==> src/rtl/tlf_pkg.sv <==
// Shared types and constants for the token lexer.
// Used by the front, queue, back, top level and checker; no dependencies.
`default_nettype none

package tlf_pkg;

  typedef enum logic [3:0] {
    TOK_IDENT  = 4'd0,
    TOK_CONST  = 4'd1,
    TOK_ASSIGN = 4'd2,
    TOK_LE     = 4'd3,
    TOK_NE     = 4'd4,
    TOK_GE     = 4'd5,
    TOK_BRACE  = 4'd6,
    TOK_PAREN  = 4'd7,
    TOK_EOF    = 4'd8,
    TOK_ERROR  = 4'd9
  } token_t;

  typedef enum logic [9:0] {
    M_START = 10'b00_0000_0001,
    M_IDENT = 10'b00_0000_0010,
    M_CONST = 10'b00_0000_0100,
    M_COLON = 10'b00_0000_1000,
    M_LT    = 10'b00_0001_0000,
    M_GT    = 10'b00_0010_0000,
    M_LPAR  = 10'b00_0100_0000,
    M_BRACE = 10'b00_1000_0000,
    M_PCOM  = 10'b01_0000_0000,
    M_PSTAR = 10'b10_0000_0000
  } lex_mode_t;

  localparam logic [7:0] CH_DOLLAR = 8'h24;
  localparam logic [7:0] CH_COLON  = 8'h3A;
  localparam logic [7:0] CH_EQUAL  = 8'h3D;
  localparam logic [7:0] CH_LT     = 8'h3C;
  localparam logic [7:0] CH_GT     = 8'h3E;
  localparam logic [7:0] CH_LBRACE = 8'h7B;
  localparam logic [7:0] CH_RBRACE = 8'h7D;
  localparam logic [7:0] CH_LPAREN = 8'h28;
  localparam logic [7:0] CH_STAR   = 8'h2A;
  localparam logic [7:0] CH_RPAREN = 8'h29;

  // Queue between front and back.
  localparam int QDepth = 4;
  localparam int QPtrW  = $clog2(QDepth);
  localparam int QCntW  = $clog2(QDepth + 1);

  // Tokens caused by one byte: tok0 always, tok1 only when two is set.
  typedef struct packed {
    logic   two;
    token_t tok0;
    token_t tok1;
  } entry_t;

endpackage

`default_nettype wire

==> src/rtl/tlf_front.sv <==
// Front end of the token lexer: accepts bytes, keeps the lexer mode and
// forms the token group each byte causes. Depends on tlf_pkg.
`default_nettype none

module tlf_front (
  input  logic            clk,
  input  logic            rst,
  input  logic [7:0]      char_code,
  input  logic            char_valid,
  output logic            char_ready,
  input  logic            q_full,
  output logic            push,
  output tlf_pkg::entry_t push_entry
);
  import tlf_pkg::*;

  lex_mode_t mode;
  lex_mode_t mode_next;
  lex_mode_t direct_mode;
  lex_mode_t start_mode;
  logic      accept;
  logic      is_let;
  logic      is_dig;
  logic      pre_emit;
  token_t    pre_tok;
  logic      run_start;
  logic      start_emit;
  token_t    start_tok;
  logic      s_emit;

  assign char_ready = !q_full;
  assign accept     = char_valid && char_ready;

  assign is_let = ((char_code >= 8'h41) && (char_code <= 8'h5A)) ||
                  ((char_code >= 8'h61) && (char_code <= 8'h7A));
  assign is_dig = (char_code >= 8'h30) && (char_code <= 8'h39);

  // Handling of a byte from the start mode.
  always_comb begin
    start_emit = 1'b0;
    start_tok  = TOK_ERROR;
    start_mode = M_START;
    if (is_let) begin
      start_mode = M_IDENT;
    end else if (is_dig) begin
      start_mode = M_CONST;
    end else if (char_code == CH_COLON) begin
      start_mode = M_COLON;
    end else if (char_code == CH_LT) begin
      start_mode = M_LT;
    end else if (char_code == CH_GT) begin
      start_mode = M_GT;
    end else if (char_code == CH_LPAREN) begin
      start_mode = M_LPAR;
    end else if (char_code == CH_LBRACE) begin
      start_mode = M_BRACE;
    end else if (char_code == CH_DOLLAR) begin
      start_emit = 1'b1;
      start_tok  = TOK_EOF;
    end else begin
      start_emit = 1'b1;
      start_tok  = TOK_ERROR;
    end
  end

  // Pending-token handling for the current mode. When run_start is set the
  // byte is then handled again from the start mode.
  always_comb begin
    pre_emit    = 1'b0;
    pre_tok     = TOK_ERROR;
    run_start   = 1'b0;
    direct_mode = mode;
    case (mode)
      M_IDENT: begin
        if (!(is_let || is_dig)) begin
          pre_emit  = 1'b1;
          pre_tok   = TOK_IDENT;
          run_start = 1'b1;
        end
      end
      M_CONST: begin
        if (!is_dig) begin
          pre_emit  = 1'b1;
          pre_tok   = TOK_CONST;
          run_start = 1'b1;
        end
      end
      M_COLON: begin
        pre_emit = 1'b1;
        if (char_code == CH_EQUAL) begin
          pre_tok     = TOK_ASSIGN;
          direct_mode = M_START;
        end else begin
          run_start = 1'b1;
        end
      end
      M_LT: begin
        pre_emit = 1'b1;
        if (char_code == CH_EQUAL) begin
          pre_tok     = TOK_LE;
          direct_mode = M_START;
        end else if (char_code == CH_GT) begin
          pre_tok     = TOK_NE;
          direct_mode = M_START;
        end else begin
          run_start = 1'b1;
        end
      end
      M_GT: begin
        pre_emit = 1'b1;
        if (char_code == CH_EQUAL) begin
          pre_tok     = TOK_GE;
          direct_mode = M_START;
        end else begin
          run_start = 1'b1;
        end
      end
      M_LPAR: begin
        if (char_code == CH_STAR) begin
          direct_mode = M_PCOM;
        end else begin
          pre_emit  = 1'b1;
          run_start = 1'b1;
        end
      end
      M_BRACE: begin
        if (char_code == CH_RBRACE) begin
          pre_emit    = 1'b1;
          pre_tok     = TOK_BRACE;
          direct_mode = M_START;
        end else if (char_code == CH_DOLLAR) begin
          // Unterminated comment: error, then eof from the start mode.
          pre_emit  = 1'b1;
          run_start = 1'b1;
        end
      end
      M_PCOM, M_PSTAR: begin
        if (char_code == CH_DOLLAR) begin
          pre_emit  = 1'b1;
          run_start = 1'b1;
        end else if ((mode == M_PSTAR) && (char_code == CH_RPAREN)) begin
          pre_emit    = 1'b1;
          pre_tok     = TOK_PAREN;
          direct_mode = M_START;
        end else if (char_code == CH_STAR) begin
          direct_mode = M_PSTAR;
        end else begin
          direct_mode = M_PCOM;
        end
      end
      default: begin
        run_start = 1'b1;
      end
    endcase
  end

  assign s_emit    = run_start && start_emit;
  assign mode_next = run_start ? start_mode : direct_mode;

  assign push            = accept && (pre_emit || s_emit);
  assign push_entry.two  = pre_emit && s_emit;
  assign push_entry.tok0 = pre_emit ? pre_tok : start_tok;
  assign push_entry.tok1 = start_tok;

  always_ff @(posedge clk) begin
    if (rst) begin
      mode <= M_START;
    end else if (accept) begin
      mode <= mode_next;
    end
  end

endmodule

`default_nettype wire

==> src/rtl/tlf_queue.sv <==
// Short queue of token groups between the lexer front and back.
// Depends on tlf_pkg for the entry type and depth.
`default_nettype none

module tlf_queue (
  input  logic            clk,
  input  logic            rst,
  input  logic            push,
  input  tlf_pkg::entry_t push_entry,
  output logic            full,
  input  logic            pop,
  output logic            head_valid,
  output tlf_pkg::entry_t head
);
  import tlf_pkg::*;

  entry_t             slots [QDepth];
  logic [QPtrW-1:0]   wr_ptr;
  logic [QPtrW-1:0]   rd_ptr;
  logic [QCntW-1:0]   count;
  logic               do_push;
  logic               do_pop;

  assign full       = (count == QCntW'(QDepth));
  assign head_valid = (count != '0);
  assign head       = slots[rd_ptr];
  assign do_push    = push && !full;
  assign do_pop     = pop && head_valid;

  always_ff @(posedge clk) begin
    if (do_push) begin
      slots[wr_ptr] <= push_entry;
    end
  end

  always_ff @(posedge clk) begin
    if (rst) begin
      wr_ptr <= '0;
      rd_ptr <= '0;
      count  <= '0;
    end else begin
      if (do_push) begin
        wr_ptr <= wr_ptr + 1'b1;
      end
      if (do_pop) begin
        rd_ptr <= rd_ptr + 1'b1;
      end
      if (do_push && !do_pop) begin
        count <= count + 1'b1;
      end else if (do_pop && !do_push) begin
        count <= count - 1'b1;
      end
    end
  end

endmodule

`default_nettype wire

==> src/rtl/tlf_back.sv <==
// Back end of the token lexer: splits queued groups into single tokens and
// holds them in the output register. Depends on tlf_pkg.
`default_nettype none

module tlf_back (
  input  logic            clk,
  input  logic            rst,
  input  logic            head_valid,
  input  tlf_pkg::entry_t head,
  output logic            pop,
  output logic            tok_valid,
  input  logic            tok_ready,
  output logic [3:0]      token,
  output logic            last
);
  import tlf_pkg::*;

  logic half;
  logic load;

  assign load = head_valid && (!tok_valid || tok_ready);
  assign pop  = load && (half || !head.two);

  always_ff @(posedge clk) begin
    if (rst) begin
      tok_valid <= 1'b0;
      half      <= 1'b0;
    end else if (load) begin
      tok_valid <= 1'b1;
      half      <= head.two && !half;
    end else if (tok_ready) begin
      tok_valid <= 1'b0;
    end
  end

  always_ff @(posedge clk) begin
    if (load) begin
      token <= half ? head.tok1 : head.tok0;
      last  <= half || !head.two;
    end
  end

endmodule

`default_nettype wire

==> src/rtl/token_lexer_fsm_core.sv <==
// Token lexer top level: one input byte is a word on the char channel, each
// token is a word on the tok channel. A byte passes through a queue slot to
// the output register; a byte that causes two tokens delivers them in turn.
// Throughput is one byte per cycle while the queue is not full, and the queue
// fills when tok_ready stalls or bytes outpace the one-token-per-cycle output.
// Synchronous active-high rst returns the lexer to the start mode and empties.
`default_nettype none

module token_lexer_fsm_core (
  input  logic       clk,
  input  logic       rst,
  input  logic [7:0] char_code,
  input  logic       char_valid,
  output logic       char_ready,
  output logic [3:0] token,
  output logic       last,
  output logic       tok_valid,
  input  logic       tok_ready
);
  import tlf_pkg::*;

  // The front updates the lexer mode for every accepted byte in the same
  // cycle, independent of the output side; only the queue filling up stalls
  // it. Each byte that causes tokens writes one queue entry holding one or
  // two token codes.
  logic   push;
  entry_t push_entry;
  logic   q_full;

  // The back drains the queue one token per cycle into the output register,
  // so a full output register stalls only the back while the front keeps
  // accepting bytes until the queue is full.
  logic   pop;
  logic   head_valid;
  entry_t head;

  tlf_front u_front (
    .clk        (clk),
    .rst        (rst),
    .char_code  (char_code),
    .char_valid (char_valid),
    .char_ready (char_ready),
    .q_full     (q_full),
    .push       (push),
    .push_entry (push_entry)
  );

  tlf_queue u_queue (
    .clk        (clk),
    .rst        (rst),
    .push       (push),
    .push_entry (push_entry),
    .full       (q_full),
    .pop        (pop),
    .head_valid (head_valid),
    .head       (head)
  );

  tlf_back u_back (
    .clk        (clk),
    .rst        (rst),
    .head_valid (head_valid),
    .head       (head),
    .pop        (pop),
    .tok_valid  (tok_valid),
    .tok_ready  (tok_ready),
    .token      (token),
    .last       (last)
  );

endmodule

`default_nettype wire

==> config.mk <==
export PLATFORM = sky130hd
export DESIGN_NAME = token_lexer_fsm_core
export DESIGN_NICKNAME = d
export VERILOG_FILES = /design/src/rtl/tlf_pkg.sv /design/src/rtl/tlf_front.sv /design/src/rtl/tlf_queue.sv /design/src/rtl/tlf_back.sv /design/src/rtl/token_lexer_fsm_core.sv
export SDC_FILE = /design/constraint.sdc
export NUM_CORES = 1
export LEC_CHECK = 0
export BUFFER_PORTS_ARGS = -buffer_cell sky130_fd_sc_hd__clkbuf_2
export CORE_ASPECT_RATIO = 1.75
export CORE_MARGIN = 10
export CORE_UTILIZATION = 55
export DETAILED_ROUTE_END_ITERATION = 6
export HOLD_SLACK_MARGIN = 0.15
export PLACE_DENSITY = 0.84
export SLEW_MARGIN = 20
export SYNTH_ARGS = -nofsm -noshare
export SYNTH_HDL_FRONTEND = slang
export SYNTH_SLANG_ARGS = --single-unit
export TNS_END_PERCENT = 30
==> constraint.sdc <==
create_clock -name clk -period 5.5 [get_ports clk]
set_input_delay 0.275 -clock clk [delete_from_list [all_inputs] [get_ports clk]]
set_output_delay 0.275 -clock clk [all_outputs]
set_load 0.01 [all_outputs]
# --- Word-level counts from Yosys, hierarchy flattened ---
# Memories as Yosys holds them, arrays and structs flattened. A register that Yosys moved wholly into a read port is not among the register bits.
# Cells that the tools add are included.
totals:
  register_bits: 24
  mem_bits_rw: 36
  memories: 1
memory_table:
  columns: ["memory", "words", "word_bits", "read_ports", "rd_ports_with_merged_regs", "write_ports", "line", "rtl"]
  rows:
  - ["u_queue.slots", 4, 9, 1, 1, 1, "tlf_queue.sv:17", "entry_t slots [QDepth];"]
classes:
  addsub: 4
  n_lt_le_gt_ge: 6
  n_eq_ne: 25
  mux: 65
  n_reduce_logical: 34
ops:
  columns: ["cell", "count"]
  rows:
  - ["2-to-1 mux 10 bit", 15]
  - ["2-to-1 mux 4 bit", 18]
  - ["== test 8 x 6 -> 1 bit, second input constant", 8]
  - ["case mux 10 bit (5 select lines)", 1]
  - ["case mux 4 bit (7 select lines)", 1]
  - ["2-to-1 mux 1 bit", 23]
  - ["== test 8 x 7 -> 1 bit, second input constant", 2]
  - [">= comparator 8 x 7 -> 1 bit, second input constant", 2]
  - ["<= comparator 8 x 7 -> 1 bit, second input constant", 2]
  - ["logical AND 1 bit", 15]
  - ["== test 10 bit, second input constant", 1]
  - ["== test 10 x 2 -> 1 bit, second input constant", 1]
  - ["== test 10 x 3 -> 1 bit, second input constant", 1]
  - ["== test 10 x 4 -> 1 bit, second input constant", 1]
  - ["== test 10 x 5 -> 1 bit, second input constant", 1]
  - ["== test 10 x 6 -> 1 bit, second input constant", 1]
  - ["== test 10 x 7 -> 1 bit, second input constant", 1]
  - ["== test 10 x 8 -> 1 bit, second input constant", 1]
  - ["== test 10 x 9 -> 1 bit, second input constant", 1]
  - ["!= test 3 x 1 -> 1 bit, second input constant", 3]
  - [">= comparator 8 x 6 -> 1 bit, second input constant", 1]
  - ["<= comparator 8 x 6 -> 1 bit, second input constant", 1]
  - ["2-to-1 mux 8 bit", 1]
  - ["case mux 1 bit (7 select lines)", 1]
  - ["other kinds (17)", 31]

# --- Depth between registers and ports, before layout ---
logic_depth:
  depth_word: 16
  depth_mapped: 14

# --- Modules after synthesis ---
# A second synthesis with hierarchy kept.
hier_totals:
  hier_cells: 296
  hier_area_um2: 3394.5
modules_own_cells:
  columns: ["mod", "instances", "cells_each", "area_per_inst_um2", "seq_area_each_um2"]
  rows:
  - ["tlf_queue", 1, 95, 1764.2, 1261.2]
  - ["tlf_front", 1, 179, 1337.5, 200.2]
  - ["tlf_back", 1, 22, 292.8, 190.2]

# --- Worst setup path before layout ---
# Ideal clock, no wire load.
synth_timing:
  path_type: "input to register"
  start: "in char_code[1]"
  end: "reg u_queue.count[2]"
  setup_ps: 70
  t_arrival_ps: 3382
  setup_slack_ps: 2048
  path_stages: 13
  path_buffers: 1
  cell_sequence: "clkbuf_1 -> or4_1 -> o221ai_1 -> nand2_1 -> a2111oi_1 -> o31ai_2 -> a21oi_2 -> ha_1 -> inv_1 -> fa_1 -> xor2_1 -> or3_1 -> a21oi_1"
synth_between:
  elab_chain_cells: 15
  elab_cells_between_ends: 51
  cone_classes: "order compare: 6; eq/ne: 10; mux: 21; reduce/logical: 14"
synth_lines:
  columns: ["element", "line", "rtl"]
  rows:
  - ["start, declared", "token_lexer_fsm_core.sv:12", "input logic [7:0] char_code,"]
  - ["branches (longest 9 deep; another with >= comparator 8 x 7 -> 1 bit)", null, null]
  - ["logical OR 1 bit (*)", "tlf_front.sv:160", "assign push = accept && (pre_emit || s_emit);"]
  - ["logical AND 1 bit (*)", "tlf_front.sv:160", null]
  - ["logical AND 1 bit (*)", "tlf_queue.sv:27", "assign do_push = push && !full;"]
  - ["net u_queue.do_push", "tlf_queue.sv:21", "logic do_push;"]
  - ["logical NOT 1 bit", "tlf_queue.sv:50", "end else if (do_pop && !do_push) begin"]
  - ["logical AND 1 bit", "tlf_queue.sv:50", null]
  - ["nonzero test 2 bit (no source line)", null, null]
  - ["end signal, assigned", "tlf_queue.sv:49", "count <= count + 1'b1;"]
  - ["end signal, assigned", "tlf_queue.sv:51", "count <= count - 1'b1;"]
  - ["end, declared", "tlf_queue.sv:20", "logic [QCntW-1:0] count;"]
# Mark *: on every way through the listed nets, which the timed path passes.
# A chain may end at the register's enable or synchronous reset.

# --- Worst setup path in the final report ---
layout_timing:
  start: "reg u_front.mode[5]"
  end: "reg u_queue.count[2]"
layout_between:
  elab_chain_cells: 11
  elab_cells_between_ends: 26
  cone_classes: "eq/ne: 9; mux: 5; reduce/logical: 12"
layout_lines:
  columns: ["element", "line", "rtl"]
  rows:
  - ["start, declared", "tlf_front.sv:17", "lex_mode_t mode;"]
  - ["start signal, assigned", "tlf_front.sv:169", "mode <= mode_next;"]
  - ["== test 10 bit", "tlf_front.sv:73, tlf_front.sv:141", null]
  - ["logical AND 1 bit", "tlf_front.sv:141", "end else if ((mode == M_PSTAR) && (char_code == CH_RPAREN)) begin"]
  - ["2-to-1 mux 1 bit", "tlf_front.sv:141", null]
  - ["2-to-1 mux 1 bit", "tlf_front.sv:138", "if (char_code == CH_DOLLAR) begin"]
  - ["case mux 1 bit (6 select lines)", "tlf_front.sv:73", "case (mode)"]
  - ["logical OR 1 bit (*)", "tlf_front.sv:160", null]
  - ["logical AND 1 bit (*)", "tlf_front.sv:160", null]
  - ["logical AND 1 bit (*)", "tlf_queue.sv:27", null]
  - ["net u_queue.do_push", "tlf_queue.sv:21", null]
  - ["logical NOT 1 bit", "tlf_queue.sv:50", null]
  - ["logical AND 1 bit", "tlf_queue.sv:50", null]
  - ["nonzero test 2 bit (no source line)", null, null]
# The timed path passes the listed nets; every way through them passes the cells marked *.

==> summary.md <==
| Metric | Value |
|---|---|
| Status | complete, no violations |
| Crit start category | flop |
| Total GRT Usage | 14.98% |
| DRT iter0 DRCs | 108 |
| Tcrit/Tclk final | 69.11% |
| FF-to-FF path depth | 11 |
| Async SR Flop Fraction | 0% |
| RSZ-0062 raised after global routing | no |
| Critical path required time | 5720 ps |
| H-tree levels | 2 |
| Post-Syn Area per Cell | 10.60 um2 |
| CTS max path bufs | 2 |
| WL/cell | 18.19 um |
| Rel. slew slack | 36.01% |
| Die Y | 115.1 um |
| Final slew viol count | 0 |
| Clock root cell | clkbuf_8 |
| Hold Path Class | input pin to flop |
| Layout area overhead | 7.530% |
| CP Capture Type | flop |
| DP Worst Slack | 1697 ps |
| Switching Power | 0.3069 mW |
| Flop pwr share | 47.1% |
| Number of global-route vias before repair | 2,242 |
| Cell taking the most area after synthesis | edfxtp_1 |
| Mapped Cells | 268 |
| Setup_tns | 0 ps |
| Nets | 295 |
| Comb pwr share | 25.1% |
| Share of the synthesized area in the top cell type | 30.65% |
| Post-CTS setup buffer count | 0 |
| Cell Int Power | 0.7552 mW |
| Clock transition at path regs | 90 ps |
| Post-route cell area | 0.003055 mm2 |
| Core Region | 0.004977 mm2 |
| Register area share after synthesis | 45.44% |
| Share of post-route cells with drive strength above 1 | 18.35% |
| Dpl hpwl | 4.677 mm |
| Net Count, Synth | 286 |
| Clk_skew | 7.711 ps |
| Peak supply drop | 0.0003101 V |
| Die W | 74.34 um |
| Slowest CP cell | or4_4 |
| Storage element area | 0.001291 mm2 |
| Clk pwr share | 27.8% |
| Sw Share | 28.89% |
| Worst-path fanout max | 14 |
| CP Data Arrival Time | 4030 ps |
| Filler instances | 399 |
| Post-synth top cells | edfxtp_1 (29), nor2_1 (25), dfxtp_1 (21) |
| Final Setup Violations | 0 |
| Worst skew pair latency | 300 ps |
| Synth Cell Area | 0.002841 mm2 |
| Drt pass-1 iters | 4 |
| Yosys warns | 0 |
| Overflow after GRT | 0 |
| Max Cap Viol | 0 |
| Clock period minus worst slack | 3801 ps |
| Final ANT Viol Nets | 0 |
| First-pass GRT wire length | 10.25 mm |
| ANT cells | 0 |
| FMAX | 263.1 MHz |
| Area of the multi-input gates | 0.001435 mm2 |
| Synth unique cells | 63 |
| TritonCTS Sinks | 50 |
| IO Pins | 19 |
| Placer Congestion | 0.9532 |
| Crit-path cells | or4_4 > nor4b_1 > and3_1 > a2111oi_1 > a21oi_2 > ha_1 > inv_1 > fa_1 > xor2_1 > or3_1 > a21oi_1 |
| Max stage delay on crit path | 650 ps |
| Dominant synthesized flop cell | edfxtp_1 |
| Final hold vios | 0 |
| CTS tree | yes |
| Synthesized flop and latch total | 50 |
| PortBufs | 18 |
| Clock buffers created by TritonCTS | 5 |
| Worst-margin pin slew | 954.1 ps |
| Pin count of the biggest net entering global routing | 28 |
| DRC | 0 |
| Fin worst setup slack | 1699 ps |
| Leak | 1.041 nW |
| Ranking of synthesized cells by area | edfxtp_1 (31%), dfxtp_1 (15%), mux4_2 (4.8%) |
| Rows | 34 |
| Setup Crit Path Kind | flop to flop |
| DIE AREA | 0.008555 mm2 |
| DRT Wirelength | 6.039 mm |
| Top-count cell post-synth | edfxtp_1 |
| Placed Area | 0.002918 mm2 |
| Vias per cell | 6.398 |
| Initial antenna violation count | 0 |
| Resize count post-CTS | 0 |
| Cts hold-fix bufs | 0 |
| Hold Path Depth | 4 |
| Vias | 2,124 |
| Starting Density | 57.09% |
| Number of enable flip-flop cells after synthesis | 29 |
| P per Cell Area | 347.6 mW/mm2 |
-- layer usage --
layer,vias to the layer above,track usage (%),routed length [um]
met3,29,3.192,250
met2,64,27.34,3270
li1,1026,-,-
met4,0,10.78,378
met1,1005,13.85,2140
met5,-,0,0
-- cells in the final DEF (no fill, tap or decap), types with 3 or more instances in the layout --
cell      count
mux4_2        6
nor2b_1       5
and3_1        4
xor2_1        5
clkbuf_2     18
or3_1         3
edfxtp_1     29
and2_1        8
mux2i_1       4
nor4_1        3
nor3_1        8
inv_1         9
ha_1          5
o21ai_0       9
a31oi_1       3
nor2_1       25
xnor2_1       3
nand4_1       5
or2_2         3
dfxtp_1      21
nand3_1       5
or4_1         5
clkbuf_8      6
nand4b_1      4
nand2_1      16
a21oi_1      10
nand2b_1      6
-- worst paths after layout --
path / startpoint / to / slack (ps)
worst max register to register: u_front.mode[5] / u_queue.count[2] / 1700
worst min register to register: u_back.tok_valid / u_back.tok_valid / 480
worst min-delay path: tok_ready / u_back.tok_valid / 240
worst max-delay path: u_front.mode[5] / u_queue.count[2] / 1700
-- power by group through the flow --
stage               logic [mW]  clock network (mW)  registers (mW)
floorplan                0.206                   0           0.498
global placement         0.258                   0           0.506
detailed placement       0.267                   0           0.510
CTS                      0.270               0.297           0.502
global route             0.301               0.311           0.510
finish                   0.267               0.295           0.500
-- worst max-delay path: cells and delay by family, from the launching register on --
family | cells | cell delay (ps)
flops | 1 | 460
buf+inv | 1 | 70
simple gates | 4 | 1760
xor+xnor | 1 | 160
compound gates | 3 | 580
fa+ha+maj | 2 | 690
-- logic make-up (layout without fill, tap and decap cells) --
family / count (synthesis) / in the layout / share of synthesized area, %
AO/OA/AOI/OAI: 44 / 44 / 10.96
XOR/XNOR: 8 / 8 / 2.466
adder cells (fa/ha/maj): 6 / 6 / 2.906
buffers and inverters: 25 / 35 / 4.051
flip-flops: 50 / 50 / 45.44
multiplexers: 14 / 14 / 7.882
AND/OR/NAND/NOR: 121 / 121 / 26.29
-- registers in the layout, summed over array words and instances (netlist names), named ones only --
name,cells
u_back.half,1
u_back.last,1
u_back.tok_valid,1
u_back.token,4
u_front.mode,10
u_queue.count,3
u_queue.rd_ptr,2
u_queue.slots,24
u_queue.wr_ptr,2
-- layout make-up --
| type | count | area share [%] |
|---|---|---|
| tap | 54 | 2.211 |
| clock buffer | 7 | 3.522 |
| clock inverter | 1 | 0.9828 |
| multi-input combinational | 193 | 46.97 |
| sequential | 50 | 42.26 |
| timing repair buffer | 18 | 2.948 |
| inverter | 9 | 1.106 |
-- stage by stage --
stage          hold slack [ps]  total power [mW]  cells  utilization (%)
5_1_grt                  245.1             1.123    332            61.39
4_1_cts                  241.4             1.069    332            61.39
3_3_place_gp             453.2            0.7646    324            58.62
2_1_floorplan            454.5            0.7039    268                -
6_report                 238.0             1.062    332            61.39
3_5_place_dp             471.0            0.7772    324            58.62
(Power assumes the default switching activity.)
